$ cat src/rtl/pdsn_pkg.sv
// Package for the path dot-segment normalizer: opcodes, beat structs and
// character constants. No dependencies.
package pdsn_pkg;

  typedef enum logic [1:0] {
    OP_START  = 2'd0,
    OP_APPEND = 2'd1,
    OP_FINISH = 2'd2,
    OP_READ   = 2'd3
  } opcode_e;

  localparam logic [7:0] CH_SLASH = 8'h2F;
  localparam logic [7:0] CH_DOT   = 8'h2E;

  typedef struct packed {
    opcode_e    opcode;
    logic [7:0] path_char;
    logic [7:0] read_index;
  } in_beat_t;

  typedef struct packed {
    logic [7:0] out_char;
    logic [8:0] path_length;
    logic       overflow;
  } out_beat_t;

endpackage

$ cat src/rtl/path_dot_segment_normalizer_unit.sv
// Top level of the path dot-segment normalizer: input register, segment
// update logic, character store, name-start stack and result register.
// Depends on pdsn_pkg.

// Takes one beat per clock unless in_stall_o is high and returns one result
// beat per input beat, through the input register and the result register.
// A start beat opens a path with the root slash, append beats carry the
// characters after it, a finish beat resolves the last segment and reports
// the canonical length, and read beats fetch stored characters by index.
// The rate is set by the single update path from the input register to the
// result register; the character store and the name-start stack each use
// one write and one registered read per cycle, and the top of the stack is
// held in a register so that ".." needs no read-back. No clearing pass
// after reset. path_length carries the low nine bits of the length.
module path_dot_segment_normalizer_unit #(
  parameter int PATH_DEPTH = 256,
  parameter int NAME_DEPTH = 128
) (
  input  logic                clk_i,
  input  logic                rst_ni,
  input  logic                in_valid_i,
  output logic                in_stall_o,
  input  pdsn_pkg::in_beat_t  in_data_i,
  output logic                out_valid_o,
  input  logic                out_stall_i,
  output pdsn_pkg::out_beat_t out_data_o
);
  import pdsn_pkg::*;

  localparam int AW = $clog2(PATH_DEPTH);
  localparam int PW = $clog2(PATH_DEPTH + 1);
  localparam int NW = $clog2(NAME_DEPTH);
  localparam int CW = $clog2(NAME_DEPTH + 1);
  localparam int RW = (PW > 8) ? PW : 8;
  localparam int LW = (PW > 9) ? PW : 9;

  // input stage
  logic     s1_valid_q;
  in_beat_t s1_q;
  logic     out_valid_q;
  logic     adv;

  assign adv        = s1_valid_q && (!out_valid_q || !out_stall_i);
  assign in_stall_o = s1_valid_q && !adv;

  always_ff @(posedge clk_i or negedge rst_ni) begin
    if (!rst_ni) begin
      s1_valid_q <= 1'b0;
    end else if (!in_stall_o) begin
      s1_valid_q <= in_valid_i;
    end
  end

  always_ff @(posedge clk_i) begin
    if (!in_stall_o && in_valid_i) begin
      s1_q <= in_data_i;
    end
  end

  // path state
  logic [PW-1:0] fill_q, fill_d;
  logic [CW-1:0] cnt_q, cnt_d;
  logic [PW-1:0] seg_q, seg_d;
  logic          dots_q, dots_d;
  logic          ovf_q, ovf_d;
  logic [PW-1:0] fin_q, fin_d;
  logic [AW-1:0] top_q, top_d;
  logic [AW-1:0] next_q;

  logic          cw_en;
  logic [AW-1:0] cw_addr;
  logic [7:0]    cw_data;
  logic          sw_en;
  logic          rd_hit;
  logic [AW-1:0] rd_addr;
  logic [PW-1:0] len;
  logic [PW-1:0] fin_len;
  logic [PW-1:0] base;
  logic          full;
  logic [RW-1:0] ridx;
  logic [RW-1:0] rlen;
  logic [CW-1:0] nrd;

  assign full = (fill_q == PW'(PATH_DEPTH));
  assign base = fill_q - seg_q;
  assign ridx = RW'(s1_q.read_index);

  always_comb begin
    fin_len = fill_q;
    if (seg_q == '0) begin
      fin_len = fill_q;
    end else if (dots_q && seg_q == PW'(1)) begin
      fin_len = fill_q - PW'(1);
    end else if (dots_q && seg_q == PW'(2)) begin
      fin_len = (cnt_q != '0) ? PW'(top_q) : fill_q - PW'(2);
    end
    if (!(seg_q != '0 && !(dots_q && (seg_q == PW'(1) || seg_q == PW'(2))))) begin
      if (fin_len > PW'(1)) begin
        fin_len = fin_len - PW'(1);
      end
    end
  end

  always_comb begin
    fill_d  = fill_q;
    cnt_d   = cnt_q;
    seg_d   = seg_q;
    dots_d  = dots_q;
    ovf_d   = ovf_q;
    fin_d   = fin_q;
    top_d   = top_q;
    cw_en   = 1'b0;
    cw_addr = fill_q[AW-1:0];
    cw_data = s1_q.path_char;
    sw_en   = 1'b0;
    rd_hit  = 1'b0;
    rd_addr = ridx[AW-1:0];
    rlen    = '0;
    len     = fill_q;
    case (s1_q.opcode)
      OP_START: begin
        cw_en   = 1'b1;
        cw_addr = '0;
        cw_data = CH_SLASH;
        fill_d  = PW'(1);
        cnt_d   = '0;
        seg_d   = '0;
        dots_d  = 1'b1;
        ovf_d   = 1'b0;
        fin_d   = '0;
        len     = PW'(1);
      end
      OP_APPEND: begin
        fin_d = '0;
        if (s1_q.path_char == CH_SLASH) begin
          if (seg_q == '0) begin
            fill_d = fill_q;
          end else if (dots_q && seg_q == PW'(1)) begin
            fill_d = fill_q - PW'(1);
            seg_d  = '0;
            dots_d = 1'b1;
          end else if (dots_q && seg_q == PW'(2)) begin
            fill_d = fill_q - PW'(2);
            if (cnt_q != '0) begin
              cnt_d  = cnt_q - CW'(1);
              fill_d = PW'(top_q);
              top_d  = next_q;
            end
            seg_d  = '0;
            dots_d = 1'b1;
          end else if (full || cnt_q == CW'(NAME_DEPTH)) begin
            ovf_d = 1'b1;
          end else begin
            sw_en   = 1'b1;
            top_d   = base[AW-1:0];
            cnt_d   = cnt_q + CW'(1);
            cw_en   = 1'b1;
            cw_data = CH_SLASH;
            fill_d  = fill_q + PW'(1);
            seg_d   = '0;
            dots_d  = 1'b1;
          end
        end else if (full) begin
          ovf_d = 1'b1;
        end else begin
          cw_en  = 1'b1;
          fill_d = fill_q + PW'(1);
          seg_d  = seg_q + PW'(1);
          dots_d = dots_q && (s1_q.path_char == CH_DOT);
        end
        len = fill_d;
      end
      OP_FINISH: begin
        fin_d = fin_len;
        len   = fin_len;
      end
      OP_READ: begin
        len    = (fin_q != '0) ? fin_q : fill_q;
        rlen   = RW'(len);
        rd_hit = (ridx < rlen) && (ridx < RW'(PATH_DEPTH));
      end
      default: begin
        len = fill_q;
      end
    endcase
  end

  assign nrd = (adv ? cnt_d : cnt_q) - CW'(2);

  always_ff @(posedge clk_i or negedge rst_ni) begin
    if (!rst_ni) begin
      fill_q <= '0;
      cnt_q  <= '0;
      seg_q  <= '0;
      dots_q <= 1'b1;
      ovf_q  <= 1'b0;
      fin_q  <= '0;
    end else if (adv) begin
      fill_q <= fill_d;
      cnt_q  <= cnt_d;
      seg_q  <= seg_d;
      dots_q <= dots_d;
      ovf_q  <= ovf_d;
      fin_q  <= fin_d;
    end
  end

  always_ff @(posedge clk_i) begin
    if (adv) begin
      top_q <= top_d;
    end
  end

  // character store
  logic [7:0] char_mem [PATH_DEPTH];
  logic [7:0] rdata_q;
  logic       hit_q;

  always_ff @(posedge clk_i) begin
    if (adv && cw_en) begin
      char_mem[cw_addr] <= cw_data;
    end
    if (adv && rd_hit) begin
      rdata_q <= char_mem[rd_addr];
    end
  end

  // name-start stack; next_q tracks the entry below the top
  logic [AW-1:0] name_mem [NAME_DEPTH];

  always_ff @(posedge clk_i) begin
    if (adv && sw_en) begin
      name_mem[cnt_q[NW-1:0]] <= base[AW-1:0];
    end
    next_q <= name_mem[nrd[NW-1:0]];
  end

  // result stage
  logic [LW-1:0] len_ext;
  logic [8:0]    len_q;
  logic          res_ovf_q;

  assign len_ext = LW'(len);

  always_ff @(posedge clk_i or negedge rst_ni) begin
    if (!rst_ni) begin
      out_valid_q <= 1'b0;
    end else if (!out_valid_q || !out_stall_i) begin
      out_valid_q <= s1_valid_q;
    end
  end

  always_ff @(posedge clk_i) begin
    if (adv) begin
      len_q     <= len_ext[8:0];
      res_ovf_q <= ovf_d;
      hit_q     <= rd_hit;
    end
  end

  assign out_valid_o            = out_valid_q;
  assign out_data_o.out_char    = hit_q ? rdata_q : 8'h00;
  assign out_data_o.path_length = len_q;
  assign out_data_o.overflow    = res_ovf_q;

endmodule
$ cat config.mk
export PLATFORM = sky130hd
export DESIGN_NAME = path_dot_segment_normalizer_unit
export DESIGN_NICKNAME = d
export VERILOG_FILES = /design/src/rtl/pdsn_pkg.sv /design/src/rtl/path_dot_segment_normalizer_unit.sv
export SDC_FILE = /design/constraint.sdc
export NUM_CORES = 2
export LEC_CHECK = 0
export BUFFER_PORTS_ARGS = -buffer_cell sky130_fd_sc_hd__buf_4
export CAP_MARGIN = 10
export CORE_MARGIN = 2
export CORE_UTILIZATION = 50
export CTS_CLUSTER_SIZE = 8
export DETAILED_ROUTE_END_ITERATION = 6
export PLACE_DENSITY_LB_ADDON = 0.1
export SLEW_MARGIN = 25
export SYNTH_ARGS = -nofsm -noshare
export SYNTH_HDL_FRONTEND = slang
export SYNTH_SLANG_ARGS = --single-unit
export TNS_END_PERCENT = 50
$ cat constraint.sdc
create_clock -name clk_i -period 11.09 [get_ports clk_i]
set_input_delay 0.5545 -clock clk_i [delete_from_list [all_inputs] [get_ports clk_i]]
set_output_delay 0.5545 -clock clk_i [all_outputs]
set_load 0.02 [all_outputs]
==> results.md <==
* Slew Limit Fails at 0
* Final core area utilization at 56.6%
* Worst-path maximum fanout at 73
* WP data arrival at 8920 ps
* Post-synthesis area per instance at 18.4 um^2
* Sw Share at 23.9%
* FF+latch count, synth at 3164
* Sequential Power Share at 49.3%
* CTS Sinks at 3164
* DRC at 0
* Syn Std Cell Area at 0.126 mm^2
* WL/cell at 31.0 um
* Met3 Routed Length at 22700 um
* Total core area at 0.251 mm^2
* Req. time, crit path at 11880 ps
* Placer Congestion at 0.903
* Pin count of the biggest net entering global routing at 201
* Met2 Routed Length at 159000 um
* Max IR drop VDD at 0.256 mV
* Final Hold Fails at 0
* Post-route ant nets at 0
* Nets at 7103
* GRT overflow at 0
* Antenna violations before repair at 6
* Most common cell in the netlist: edfxtp_1
* Top Metal Used: met4
* Synth-to-Final Area Change at 12.8%
* Die height at 506 um
* Fin Clk Skew at 134 ps
* Yosys cell types at 98
* Io pins at 42
* Synth Net Count at 6888
* Pwr Density at 204 mW/mm^2
* Commonest cells post-synth: 3117 x edfxtp_1, 807 x nand2_1, 711 x mux4_2, 459 x nor2_1, 432 x nand3_1
* Sequential share of the synthesized area at 75.1%
* Synth Instances at 6836
* Fin crit period at 8140 ps
* Pre-CTS setup slack at 3130 ps
* Peak Freq at 0.123 GHz
* Reg2reg start: fill_q[1]
* HP Class: input port to async pin
* Rel. slew slack at 24.3%
* Setup TNS at 0 ps
* Synth warn at 0
* Clk pin slew, worst setup/hold paths at 50 ps
* Clock latency on the worst-skew pair at 1030 ps
* Share of cells above drive strength 1 at 19.9%
* Sw power at 6.94 mW
* M1 WL at 135000 um
* Die W at 506 um
* Period utilization at 73.4%
* Final setup violation count at 0
* Status: finished, final reports clean
* Clk pwr share at 40.8%
* Number of synthesized flops with an enable pin at 3117
* Crit. Startpoint: fill_q[1]
* First-pass DRT Iterations at 7
* Largest area contributor in the netlist: edfxtp_1
* Initial Utilization at 50.2%
* Crit start category: register
* Synth top area share at 74.2%
* Vias in the first global route at 65800
* Top post-synthesis cells by area: edfxtp_1 74%, mux4_2 13%, nand2_1 2.4%
* R2R Path End: next_q[6]
* Int Pwr at 22.1 mW
* Power share of the combinational group at 10.0%
* First-pass GRT wire length at 475000 um
* Post-DP HPWL at 194000 um
* H-tree depth at 5
* P_leak at 45.7 nW
* R2R Setup Slk at 2950 ps
* Die area at 0.256 mm^2
* End of the critical path: next_q[6]
* CTS tree: yes
* RSZ-0062 raised after global routing: false
* CTS Buf Count at 446
* Worst setup EP type: register
* Post-Route WL at 326000 um
* CTS Buffer Depth at 4
* Post-synth top flop: edfxtp_1
* Fraction of registers with async set or reset after synthesis at 1.23%
* FP Rows at 184
* DR vias at 65400
* Via/cell ratio at 6.22
* R2R cell count at 19
* Port Buffers at 41
* Tot GR Track Use at 25.4%
* WS Path Type: register to register
* Root buf cell: clkbuf_16
* Max-cap viol count at 0
* DRT iter0 DRCs at 7393
* Worst Tran Pin Value at 1130 ps
* Final setup margin at 2950 ps
## layer usage
layer	vias up	track usage [%]
met5	-	0
met3	519	4.37
li1	27600	-
met4	0	7.14
met2	2675	40.7
met1	34600	36.4
## how the worst min path moves through the flow
stage / to
after floorplan: cnt_q[0]
after global placement: out_valid_o
after detailed placement: out_valid_o
after CTS: out_valid_o
after global routing: seg_q[7]
final: out_valid_o
## final cells by class
| class | count | area (um^2) |
|---|---|---|
| clock buffer | 543 | 11500 |
| inverter | 33 | 141 |
| multi-input combinational | 3222 | 29600 |
| tap | 3348 | 4190 |
| sequential | 3164 | 94700 |
| clock inverter | 17 | 313 |
| timing repair buffer | 184 | 1670 |
| fill | 18900 | 109000 |
| antenna | 2 | 5.00 |
## layout by cell type, fill, tap and decap left out, drive strengths merged, types with 30 or more instances in the layout
| cell | netlist | layout |
|---|---|---|
| a32oi | 41 | 41 |
| nand3 | 434 | 434 |
| nand2 | 808 | 808 |
| mux2i | 151 | 151 |
| dfrtp | 38 | 38 |
| mux4 | 711 | 711 |
| nor3 | 31 | 31 |
| nand4 | 52 | 52 |
| edfxtp | 3117 | 3117 |
| buf | 226 | 162 |
| and3 | 41 | 41 |
| a31oi | 30 | 30 |
| o21ai | 56 | 56 |
| clkbuf | 191 | 543 |
| inv | 33 | 43 |
| nor2 | 461 | 461 |
| a21oi | 68 | 68 |
## flip-flops by register name, indices dropped and copies added (netlist names)
signal / flops
char_mem: 2048
name_mem: 1024
s1_q: 10
fill_q: 9
fin_q: 9
len_q: 9
seg_q: 9
cnt_q: 8
next_q: 8
rd_addr: 8
rdata_q: 8
top_q: 8
dots_q: 1
hit_q: 1
out_valid_o: 1
ovf_q: 1
res_ovf_q: 1
s1_valid_q: 1
## worst max-delay path: stages (launching register included)
cell and delay, ps:
dfrtp_1 840, inv_1 410, ha_1 330, and4_1 240, nor3_1 640, mux2i_1 190, o221a_4 540, inv_6 610
ha_1 360, nand2_1 60, or4_1 410, mux2_2 290, nand4_1 180, buf_4 630, nor2_2 330, buf_4 320
a32oi_1 170, a21boi_1 170, nor4b_1 940, a31oi_1 120
## what timing repair did
action                                 4_1_cts  5_1_grt
resized for setup                            0        0
buffers inserted                             0        0
hold buffers                                22        0
endpoints found under the hold margin       59        0
## power by group through the flow
stage	registers [mW]	clock network [mW]	logic (mW)
5_1_grt	14.3	12.5	3.08
3_5_place_dp	14.5	0	2.89
3_3_place_gp	14.5	0	2.84
6_report	14.3	11.9	2.90
2_1_floorplan	14.7	0	1.51
4_1_cts	14.3	12.0	2.89
## kinds of logic (layout without fill, tap and decap cells)
| family | Yosys count | after routing | synth area share [%] |
|---|---|---|---|
| AOI/OAI and AO/OA | 360 | 360 | 2.07 |
| xor gates and xnor gates | 38 | 38 | 0.297 |
| adders and majority gates | 30 | 30 | 0.304 |
| buffers and inverters | 450 | 777 | 1.57 |
| DFF | 3164 | 3164 | 75.1 |
| muxes | 866 | 866 | 13.9 |
| other | 0 | 2 | 0 |
| and+or+nand+nor | 1928 | 1928 | 6.69 |
## stage by stage
stage,instance area (um^2),hold WS (ps),std cells,power (mW)
after floorplan,126000,259,6836,16.2
after global placement,130000,450,9928,17.4
after detailed placement,130000,475,9928,17.4
after CTS,142000,124,10500,29.3
after global routing,142000,180,10500,29.9
final,142000,180,10500,29.1
Power figures use the tool's default switching activity.
